<file path="config.mk">
export PLATFORM = sky130hd
export DESIGN_NAME = preemptive_priority_scheduler_flat
export DESIGN_NICKNAME = d
export VERILOG_FILES = /design/src/design/pps_pkg.sv /design/src/design/pps_if.sv /design/src/design/pps_queue_ram.sv /design/src/design/preemptive_priority_scheduler.sv /design/src/flat_wrapper.sv
export SDC_FILE = /design/constraint.sdc
export NUM_CORES = 2
export LEC_CHECK = 0
export CAP_MARGIN = 20
export CORE_MARGIN = 2
export CORE_UTILIZATION = 45
export CTS_BUF_LIST = sky130_fd_sc_hd__clkbuf_16
export CTS_CLUSTER_DIAMETER = 120
export DETAILED_ROUTE_END_ITERATION = 8
export DONT_BUFFER_PORTS = 1
export GPL_TIMING_DRIVEN = 0
export PLACE_DENSITY = 0.57
export SKIP_CTS_REPAIR_TIMING = 1
export SLEW_MARGIN = 25
export SYNTH_ARGS = -nofsm -noshare
export SYNTH_HDL_FRONTEND = slang
export SYNTH_SLANG_ARGS = --single-unit
export TNS_END_PERCENT = 1
</file>
<file path="constraint.sdc">
create_clock -name clock -period 10.1 [get_ports clock]
set_input_delay 1.515 -clock clock [delete_from_list [all_inputs] [get_ports clock]]
set_output_delay 1.515 -clock clock [all_outputs]
set_load 0.01 [all_outputs]
</file>
<file path="src/design/pps_pkg.sv">
// Package for the preemptive priority scheduler: task record, widths, states.
// No dependencies.
package pps_pkg;

   localparam int QUEUE_DEPTH = 16;
   localparam int QIDX_W = $clog2(QUEUE_DEPTH);
   localparam int QCNT_W = $clog2(QUEUE_DEPTH + 1);

   // action codes of an input word
   localparam logic ACT_ARRIVE = 1'b0;
   localparam logic ACT_TICK   = 1'b1;

   typedef struct packed {
      logic [7:0]  id;
      logic [7:0]  prio;
      logic [15:0] burst;
      logic [31:0] arrive;
      logic [31:0] start;
      logic        started;
      logic [16:0] run;
   } task_type;

   typedef struct packed {
      logic        busy_res;
      logic [7:0]  running_id;
      logic        done_valid;
      logic [7:0]  done_id;
      logic [31:0] finish_time;
      logic [31:0] turnaround;
      logic [31:0] waiting;
      logic [31:0] response;
      logic        queue_overflow;
   } rsp_type;

   typedef enum logic [2:0] {
      ST_IDLE,
      ST_INS_RD,
      ST_INS_CMP,
      ST_INS_WR,
      ST_POP_RD,
      ST_POP_SH,
      ST_POP_MV,
      ST_OUT
   } state_type;

   // Control word from sequencer to queue store
   typedef struct packed {
      logic              wr_en;
      logic [QIDX_W-1:0] wr_addr;
      logic [QIDX_W-1:0] rd_addr;
   } qctl_type;

   // a goes strictly before b
   function automatic logic goes_before(task_type a, task_type b);
      if (a.prio != b.prio) return a.prio < b.prio;
      return a.id < b.id;
   endfunction

endpackage

</file>
<file path="src/design/pps_if.sv">
// Valid/ready channel carrying one word of a given type.
// Depends on pps_pkg.
interface pps_req_if import pps_pkg::*; ();
   logic        valid;
   logic        ready;
   logic        action;
   logic [7:0]  task_id;
   logic [7:0]  task_priority;
   logic [15:0] burst_length;
   modport source (output valid, action, task_id, task_priority, burst_length,
                   input ready);
   modport sink   (input valid, action, task_id, task_priority, burst_length,
                   output ready);
endinterface

interface pps_rsp_if import pps_pkg::*; ();
   logic    valid;
   logic    ready;
   rsp_type data;
   modport source (output valid, data, input ready);
   modport sink   (input valid, data, output ready);
endinterface

</file>
<file path="src/design/pps_queue_ram.sv">
// Ready queue store: one write port, one registered read port.
// Depends on pps_pkg.
module pps_queue_ram import pps_pkg::*; (
   input  logic     clock,
   input  qctl_type ctl,
   input  task_type wr_data,
   output task_type rd_data
);
   task_type mem [QUEUE_DEPTH];

   // write and registered read
   always_ff @(posedge clock) begin
      if (ctl.wr_en) mem[ctl.wr_addr] <= wr_data;
      rd_data <= mem[ctl.rd_addr];
   end
endmodule

</file>
<file path="src/design/preemptive_priority_scheduler.sv">
// Preemptive priority scheduler over a sorted ready queue.
//
// Channels: req (valid/ready) carries action, task_id, task_priority and
// burst_length. action 0 inserts a task stamped with the current time and
// returns no word. action 1 is a tick and returns one rsp word: which task
// ran, any retired task with its finish, turnaround, waiting and response
// times, and the sticky queue overflow flag.
// One item at a time; the single registered queue read port and the one
// task compare serialize the work. An arrival to a full queue is dropped
// and sets the overflow flag, one to an empty queue is written at once, and
// otherwise entries are read from the tail, compared and shifted up one
// slot until the task's slot is found. A tick with an empty queue, or whose
// head is not taken, goes straight to its word; else the head is popped,
// the entries behind it shift down, and a preempted task is reinserted.
// The tick word sits in an output register; req is not ready while it waits,
// so a stalled receiver holds the block. Reset clears the queue count,
// running task, time and overflow flag; queue contents need no clearing.
module preemptive_priority_scheduler import pps_pkg::*; (
   input  logic clock,
   input  logic reset,
   pps_req_if.sink   req,
   pps_rsp_if.source rsp
);
   state_type         state_ff, state_in;
   logic [QCNT_W-1:0] count_ff, count_in;
   logic [QCNT_W-1:0] idx_ff, idx_in;
   logic              cur_valid_ff, cur_valid_in;
   task_type          cur_ff, cur_in;
   task_type          ins_ff, ins_in;      // task being inserted
   task_type          head_ff, head_in;    // popped head
   logic              tick_ff, tick_in;    // insert is part of a tick (preempt)
   logic [31:0]       time_ff, time_in;
   logic              ovf_ff, ovf_in;
   rsp_type           out_ff, out_in;
   logic              out_valid_ff, out_valid_in;
   qctl_type          ctl;
   task_type          wr_data, rd_data;
   logic              accept, retire, ins_ahead, take_head, shift_more;

   pps_queue_ram u_ram (.clock, .ctl, .wr_data, .rd_data);

   assign req.ready = (state_ff == ST_IDLE) && !out_valid_ff;
   assign rsp.valid = out_valid_ff;
   assign rsp.data  = out_ff;

   assign accept     = req.valid && req.ready;
   assign retire     = cur_valid_ff && (cur_ff.run >= {1'b0, cur_ff.burst});
   // compares against the word just read from the queue
   assign ins_ahead  = goes_before(ins_ff, rd_data);
   assign take_head  = !cur_valid_ff || (rd_data.prio < cur_ff.prio);
   assign shift_more = idx_ff < count_ff;

   // next state
   always_comb begin
      state_in = state_ff;
      unique case (state_ff)
         ST_IDLE: if (accept) begin
            if (req.action == ACT_ARRIVE) begin
               if (count_ff == QCNT_W'(QUEUE_DEPTH)) state_in = ST_IDLE;
               else if (count_ff == '0) state_in = ST_INS_WR;
               else state_in = ST_INS_RD;
            end else begin
               state_in = (count_ff != '0) ? ST_POP_RD : ST_OUT;
            end
         end
         ST_INS_RD:  state_in = ST_INS_CMP;
         ST_INS_CMP: state_in = (ins_ahead && idx_ff > QCNT_W'(1)) ? ST_INS_RD : ST_INS_WR;
         ST_INS_WR:  state_in = tick_ff ? ST_OUT : ST_IDLE;
         ST_POP_RD:  state_in = take_head ? ST_POP_SH : ST_OUT;
         ST_POP_SH: begin
            if (shift_more) state_in = ST_POP_MV;
            else if (!cur_valid_ff) state_in = ST_OUT;
            else if (count_ff == QCNT_W'(1)) state_in = ST_INS_WR;
            else state_in = ST_INS_RD;
         end
         ST_POP_MV:  state_in = ST_POP_SH;
         ST_OUT:     state_in = ST_IDLE;
      endcase
   end

   // datapath and queue control
   always_comb begin
      count_in = count_ff; idx_in = idx_ff; cur_valid_in = cur_valid_ff;
      cur_in = cur_ff; ins_in = ins_ff; head_in = head_ff; tick_in = tick_ff;
      time_in = time_ff; ovf_in = ovf_ff; out_in = out_ff;
      out_valid_in = out_valid_ff && !rsp.ready;
      ctl = '0; wr_data = ins_ff;
      unique case (state_ff)
         ST_IDLE: if (accept) begin
            tick_in = (req.action == ACT_TICK);
            if (req.action == ACT_ARRIVE) begin
               ins_in = '{id: req.task_id, prio: req.task_priority,
                          burst: req.burst_length, arrive: time_ff,
                          start: '0, started: 1'b0, run: '0};
               idx_in = count_ff;
               if (count_ff == QCNT_W'(QUEUE_DEPTH)) ovf_in = 1'b1;
            end else begin
               out_in = '0;
               if (retire) begin
                  out_in.done_valid  = 1'b1;
                  out_in.done_id     = cur_ff.id;
                  out_in.finish_time = time_ff;
                  out_in.turnaround  = time_ff - cur_ff.arrive;
                  out_in.waiting     = time_ff - cur_ff.arrive - 32'(cur_ff.burst);
                  out_in.response    = cur_ff.start - cur_ff.arrive;
                  cur_valid_in = 1'b0;
               end
               // head read for the preempt check
               ctl.rd_addr = '0;
            end
         end
         ST_INS_RD: ctl.rd_addr = QIDX_W'(idx_ff - 1'b1);
         ST_INS_CMP: begin
            // shift the compared entry up one slot
            if (ins_ahead) begin
               ctl.wr_en = 1'b1; ctl.wr_addr = QIDX_W'(idx_ff);
               wr_data = rd_data;
               idx_in = idx_ff - 1'b1;
            end
         end
         ST_INS_WR: begin
            ctl.wr_en = 1'b1; ctl.wr_addr = QIDX_W'(idx_ff);
            wr_data = ins_ff;
            count_in = count_ff + 1'b1;
         end
         ST_POP_RD: begin
            head_in = rd_data;
            idx_in = QCNT_W'(1);
         end
         ST_POP_SH: begin
            if (shift_more) begin
               ctl.rd_addr = QIDX_W'(idx_ff);
            end else begin
               // pop complete: head becomes the running task
               count_in = count_ff - 1'b1;
               cur_valid_in = 1'b1;
               cur_in = head_ff;
               if (!head_ff.started) begin
                  cur_in.started = 1'b1; cur_in.start = time_ff;
               end
               if (cur_valid_ff) begin
                  ins_in = cur_ff;
                  idx_in = count_ff - 1'b1;
               end
            end
         end
         ST_POP_MV: begin
            ctl.wr_en = 1'b1; ctl.wr_addr = QIDX_W'(idx_ff - 1'b1);
            wr_data = rd_data;
            idx_in = idx_ff + 1'b1;
         end
         ST_OUT: begin
            if (cur_valid_ff) begin
               cur_in.run = cur_ff.run + 1'b1;
               out_in.busy_res = 1'b1;
               out_in.running_id = cur_ff.id;
            end
            out_in.queue_overflow = ovf_ff;
            out_valid_in = 1'b1;
            time_in = time_ff + 1'b1;
         end
      endcase
   end

   always_ff @(posedge clock) begin
      if (reset) begin
         state_ff <= ST_IDLE; count_ff <= '0; cur_valid_ff <= 1'b0;
         cur_ff <= '0; time_ff <= '0; ovf_ff <= 1'b0; out_valid_ff <= 1'b0;
         idx_ff <= '0; tick_ff <= 1'b0;
      end else begin
         state_ff <= state_in;
         count_ff <= count_in; cur_valid_ff <= cur_valid_in; cur_ff <= cur_in;
         time_ff <= time_in; ovf_ff <= ovf_in; out_valid_ff <= out_valid_in;
         idx_ff <= idx_in; tick_ff <= tick_in;
      end
      ins_ff <= ins_in; head_ff <= head_in; out_ff <= out_in;
   end

   assert property (@(posedge clock) disable iff (reset)
      count_ff <= QCNT_W'(QUEUE_DEPTH)) else $error("queue count past depth");
   assert property (@(posedge clock) disable iff (reset)
      out_valid_ff |-> !req.ready) else $error("ready while word waits");
   assert property (@(posedge clock) disable iff (reset)
      (state_ff == ST_OUT) |=> out_valid_ff) else $error("tick word missing");
   assert property (@(posedge clock) disable iff (reset)
      (rsp.valid && !rsp.ready) |=> (rsp.valid && $stable(rsp.data)))
      else $error("waiting word changed");
endmodule

</file>
<file path="src/flat_wrapper.sv">
// flat-port wrapper written by rule: the top's interface ports become plain ports
module preemptive_priority_scheduler_flat import pps_pkg::*;
  (clock, reset, req_valid, req_action, req_task_id, req_task_priority, req_burst_length, req_ready, rsp_valid, rsp_data, rsp_ready);
  pps_req_if req_i ();
  pps_rsp_if rsp_i ();
  input  logic clock;
  input  logic reset;
  input wire logic [$bits(req_i.valid)-1:0] req_valid;
  input wire logic [$bits(req_i.action)-1:0] req_action;
  input wire logic [$bits(req_i.task_id)-1:0] req_task_id;
  input wire logic [$bits(req_i.task_priority)-1:0] req_task_priority;
  input wire logic [$bits(req_i.burst_length)-1:0] req_burst_length;
  output wire logic [$bits(req_i.ready)-1:0] req_ready;
  output wire logic [$bits(rsp_i.valid)-1:0] rsp_valid;
  output wire logic [$bits(rsp_i.data)-1:0] rsp_data;
  input wire logic [$bits(rsp_i.ready)-1:0] rsp_ready;
  assign req_i.valid = req_valid;
  assign req_i.action = req_action;
  assign req_i.task_id = req_task_id;
  assign req_i.task_priority = req_task_priority;
  assign req_i.burst_length = req_burst_length;
  assign req_ready = req_i.ready;
  assign rsp_valid = rsp_i.valid;
  assign rsp_data = rsp_i.data;
  assign rsp_i.ready = rsp_ready;
  preemptive_priority_scheduler u_core (.clock(clock), .reset(reset), .req(req_i), .rsp(rsp_i));
endmodule
</file>
### After elaboration in Yosys (flattened, before gate mapping)

Memories as Yosys holds them, arrays and structs flattened. A register that Yosys moved wholly into a read port is not among the register bits.
Cells that the tools add are included.

| operators by class | value |
|---|---|
| $add $sub $neg | 9 |
| order comparisons | 6 |
| eq/ne operators | 18 |
| muxes and demuxes | 52 |
| bitwise logic cells | 2 |
| reduce and logical (&&, ||, !) cells | 28 |

Operator list:

| cell | number |
|---|---|
| $mux 114 | 5 |
| $pmux 114 s2 | 2 |
| $mux 147 | 2 |
| $mux 137 | 1 |
| $sub 32x32->32 | 2 |
| $mux 5 | 7 |
| $mux 17 | 2 |
| $pmux 17 s2 | 1 |
| $mux 33 | 1 |
| $add 32x1->32 const B | 1 |
| $sub 32x16->32 | 1 |
| $pmux 5 s5 | 1 |
| $lt 8x8->1 | 3 |
| $pmux 3 s8 | 1 |
| $mux 3 | 6 |
| $pmux 9 s2 | 1 |
| $add 17x1->17 const B | 1 |
| $ge 17x16->1 | 1 |
| $pmux 5 s3 | 1 |
| $eq 3x3->1 const B | 4 |
| $add 5x1->5 const B | 2 |
| $mux 1 | 10 |
| $mux 2 | 5 |
| $ne 2x1->1 const B | 5 |
| 27 further kinds | 49 |

| storage, ports and cells | value |
|---|---|
| register bits after elaboration | 538 |
| bits in writable memories | 1824 |
| bits of input ports | 37 |
| memories kept | 1 |

Memories:

| memory | words | width | read ports | clocked after Yosys merged registers in | wr ports | line | source |
|---|---|---|---|---|---|---|---|
| u_core.u_ram.mem | 16 | 114 | 1 | 1 | 1 | pps_queue_ram.sv:9 | `task_type mem [QUEUE_DEPTH];` |

### Longest topological paths before layout

| depth | value |
|---|---|
| depth in word-level cells | 7 |
| depth in mapped cells | 22 |
| depth with buffers taken out | 22 |

### Modules after synthesis

A second synthesis with hierarchy kept.

| unflattened totals | value |
|---|---|
| cells, all modules | 5525 |
| area total of the unflattened synthesis | 97693.7 µm² |

By module, submodules not included:

| module | times used | cells each | area each (µm²) | seq. area each (µm²) |
|---|---|---|---|---|
| pps_queue_ram | 1 | 2916 | 70450.1 | 57054.7 |
| preemptive_priority_scheduler | 1 | 2609 | 27243.6 | 14523.9 |

### Worst setup path before layout

OpenSTA, ideal clock, no wires.

| timing path | value |
|---|---|
| kind | register to register |
| start | reg u_core.ins_ff[107] in the netlist's numbering |
| end | mem u_core.u_ram.mem[14][0] in the netlist's numbering, enable pin |
| library setup time | 0.625 ns |
| arrival time | 7.622 ns |
| slack | 1.853 ns |
| cell stages (with the launch flop) | 11 |
| buffers on the path | 0 |
| clock period less this slack | 8.247 ns |
| cells stage by stage | edfxtp_1 > ha_1 > a21o_1 > a21o_1 > a21o_1 > a21o_1 > a21oi_1 > o21a_1 > o21a_1 > o311ai_0 > a21oi_1 |

| between the ends | value |
|---|---|
| word-level cells in the longest chain between the ends | 6 |

RTL lines:

| what | line | source |
|---|---|---|
| from (decl) | preemptive_priority_scheduler.sv:29 | `task_type ins_ff, ins_in;` |
| from (signal assigned) | preemptive_priority_scheduler.sv:176 | `ins_ff <= ins_in; head_ff <= head_in; out_ff <= out_in;` |
| $lt 8x8->1 * | pps_pkg.sv:56 | `return a.id < b.id;` |
| $mux 1 * | pps_pkg.sv:56 |  |
| $mux 5 * | preemptive_priority_scheduler.sv:115 | `if (ins_ahead) begin` |
| $pmux 5 s3 * | preemptive_priority_scheduler.sv:88 | `unique case (state_ff)` |
| $mux 1 | pps_queue_ram.sv:13 | `if (ctl.wr_en) mem[ctl.wr_addr] <= wr_data;` |
| $mux 1 (not written as such) | pps_queue_ram.sv:13 |  |
| to (decl) | pps_queue_ram.sv:9 |  |

Every way passes the cells marked *; elsewhere a longest branch is shown, timed or not.

### Worst setup path after layout

| timing path | value |
|---|---|
| start | reg u_core.cur_ff[51] in the netlist's numbering |
| end | reg u_core.out_ff (netlist bit u_core.rsp.data[59]), data pin |

| between the ends | value |
|---|---|
| word-level cells in the longest chain between the ends | 2 |

RTL lines:

| what | line | source |
|---|---|---|
| from (decl) | preemptive_priority_scheduler.sv:28 | `task_type cur_ff, cur_in;` |
| from (signal assigned) | preemptive_priority_scheduler.sv:172 | `count_ff <= count_in; cur_valid_ff <= cur_valid_in; cur_ff <= cur_in;` |
| $sub 32x32->32 | preemptive_priority_scheduler.sv:104 | `out_in.waiting = time_ff - cur_ff.arrive - 32'(cur_ff.burst);` |
| $sub 32x16->32 | preemptive_priority_scheduler.sv:104 |  |
| to (signal assigned) | preemptive_priority_scheduler.sv:176 |  |
| to (decl) | preemptive_priority_scheduler.sv:34 | `rsp_type out_ff, out_in;` |

No other way between the ends.
A chain may end at the register's enable or synchronous reset.

==> metrics.txt <==
status completed; Max Clock Freq 167 MHz; fraction of layout cells with a size suffix above 1 9.19%; core outline area roughly 0.22 mm^2; Reg clk slew, reported paths ~60 ps; slowest CP cell o311ai_1; first-pass GRT wire length about 470000 um; drt first-iter violations just under 9000; max-cap violations 0; Cell Area, Synth about 0.10 mm^2; Avg Inst Size Synth approximately 13 um^2; drt pass-1 iters 6; CTS root buffer clkbuf_16; hold path startpoint u_core.u_ram.rd_data[17]; Syn Inst Count about 8000; Pins Over Slew Limit 0; pwr/cell area around 310 mW/mm^2; final hold violation count 0; critical path class reg2reg; via count around 68000; cell row count around 170; antenna violations before repair 33; die width 475 um; Starting Density between 40% and 50%; FF-to-FF End u_core.rsp.data[59]; Layout area overhead 16.8%; final hold slack between 400 and 500 ps; clock buffer count from CTS 241; RSZ-0062 raised after global routing no; clk_skew 59.5 ps; total gr overflow 0; num ports roughly 190; Post-synth EDFFs between 2000 and 2500; Slew @ Worst Pin between 1000 and 1500 ps; DRC errors left 0; hold depth 0; ys async rst share 0%; post-synth net total 8151; Netlist cell types 85; ys flop type edfxtp_1; Leak between 40 and 50 nW; count of final setup violators 0; WP data required 10710 ps; cell chain of the critical path inv_1 > ha_1 > nor2b_1 > o31a_1 > o21ai_0 > nand2b_1 > xor2_1 > ha_1 > o21a_1 > o21a_1 > o21a_1 > a2111oi_0 > nor3_1 > o311ai_1 > nand3_1 > nor3_1 > xnor2_1 > nor2_1; ranking of synthesized cells by area edfxtp_1 (66%), nand2_1 (8.1%), dfxtp_1 (5.5%); normalized max-slew margin around a quarter; largest net degree at the start of global routing 50; wire length per cell after detailed routing about 28 um; Worst R2R Path Depth 18; R2R setup slack roughly 4100 ps; Top delay family on crit path compound AO/OA/AOI/OAI gates; WP depth 18; largest fanout on the critical path 6; CTS tree done; Buf+Inv Stages, Crit Path 1; worst skew pair latency 930 ps; clk sinks approximately 2500; final period utilization between 50% and 60%; CP Capture Type register; FF-to-FF Start u_core.cur_ff[51]; post-DP HPWL 242000 um; Routed Antenna Nets 0; Die Ht 475 um; Worst setup SP type register; Synth area leader edfxtp_1; warnings from Yosys 0; peak supply drop between 0.0002 and 0.00025 V; Fillers roughly 19000; gr usage total between 20% and 30%; Tot Pwr between 30 and 40 mW; routability cong. about 0.94; die area 0.226 mm^2; post-synth top area share between 60% and 70%; Endpoint, Worst Hold u_core.head_ff[17]; port bufs 0; vias per cell 5.84; worst hold path type reg2reg; most used cell, CP o21a_1; synthesis-stage register bit count roughly 2500; part of the Yosys area used for sequential elements slightly above 70%; Worst Path Arrival roughly 6600 ps; CTS Buffer Depth 3; final net count ~8600; vias in the first global route 63700; critical path's largest stage delay roughly 750 ps; H-tree depth 4; drt total wl about 330000 um; post-layout min period 6000 ps
[logic make-up after synthesis]
group | synth area share [%]
AO/OA/AOI/OAI | 7.62
XOR/XNOR | 0.779
adder cells (fa/ha/maj) | 1.67
buffers and inverters | 2.24
flip-flops | 71.6
multiplexers | 1.68
AND/OR/NAND/NOR | 14.4
[Yosys cell counts (17+ instances only)]
cell type,n
nand3_1,731
o311ai_1,77
clkbuf_1,411
and2_1,81
a21oi_1,406
inv_1,99
buf_2,35
a31oi_1,125
edfxtp_1,2199
and3_1,76
xnor2_1,41
o21a_1,27
a211oi_1,55
or3_1,17
nand2b_1,25
nor3_1,43
mux2i_1,38
nand4_1,23
xor2_1,48
mux2_2,114
a21o_1,54
nor2_1,200
buf_1,38
a32oi_1,114
ha_1,129
o21ai_0,128
o311ai_0,43
dfxtp_1,277
nand2_1,2148
[layout make-up]
class | count | area, um^2 | area share (%)
diodes | 22 | 55.1 | 0.0471
multi-input cells | 4921 | 26400 | 22.6
plain buffers | 484 | 1930 | 1.65
well taps | 2975 | 3720 | 3.19
inverters | 101 | 379 | 0.324
clock buffers | 244 | 6110 | 5.22
clock inverters | 218 | 1960 | 1.68
repair buffers | 181 | 4700 | 4.02
flip-flops and latches | 2476 | 71600 | 61.2
[worst max path at each step]
stage,endpoint,start,slack (ps)
final,u_core.rsp.data[59],u_core.cur_ff[51],4100
after global routing,u_core.rsp.data[59],u_core.cur_ff[51],3820
after CTS,u_core.rsp.data[59],u_core.cur_ff[51],4150
after detailed placement,u_core.rsp.data[59],u_core.cur_ff[51],4200
after global placement,u_core.u_ram.mem[12][34],u_core.u_ram.rd_data[107],-5590
after floorplan,u_core.u_ram.mem[14][0],u_core.ins_ff[107],1850
[metal layers]
metal	up-vias	wire, um	global-route usage, %
met4	12	13100	10.7
met1	33700	139000	41.5
li1	30100	-	-
met2	3488	145000	43.0
met5	-	77	0
met3	526	33400	6.41
[layout by cell type, fill, tap and decap left out, types with 125 or more instances in the layout]
master     Yosys  routed
buf_16         0     154
a31oi_1      125     125
inv_1         99     157
clkbuf_16      0     244
dfxtp_1      277     277
o21ai_0      128     125
nand3_1      731     731
edfxtp_1    2199    2199
nor2_1       200     198
nand2_1     2148    2148
a21oi_1      406     390
clkbuf_1     411     359
ha_1         129     129
[metrics by stage]
step	cell area, um^2	setup TNS [ps]	cells	util [%]	setup slack, ps
3_5_place_dp	109000	0	11100	49.1	4200
3_3_place_gp	104000	-8237180	11000	46.8	-5590
4_1_cts	117000	0	11600	52.7	4150
5_1_grt	117000	0	11600	52.7	3820
2_1_floorplan	100000	0	7982	-	1850
6_report	117000	0	11600	52.7	4100
[power breakdown]
group          internal (mW)  switching (mW)  leakage [nW]
clock                   5.18            4.00          4.17
combinational           3.85            9.01          14.2
sequential              13.5           0.675          22.3
[worst reg2reg max path, stage by stage, from the launching register on]
cell and delay (ps):
dfxtp_1 490, inv_1 210, ha_1 310, nor2b_1 150, o31a_1 330, o21ai_0 190, nand2b_1 120, xor2_1 530
ha_1 380, o21a_1 210, o21a_1 200, o21a_1 210, a2111oi_0 620, nor3_1 150, o311ai_1 750, nand3_1 340
nor3_1 270, xnor2_1 190, nor2_1 60
[state kept, by name (all words and copies together) (netlist names), 3 cells and up]
register	flops
u_core.u_ram.mem	1824
u_core.rsp.data	147
u_core.cur_ff	114
u_core.head_ff	114
u_core.ins_ff	114
u_core.u_ram.rd_data	114
u_core.time_ff	32
u_core.count_ff	5
u_core.idx_ff	5
u_core.state_ff	3
Note: power is estimated with default switching activity, not from simulation.
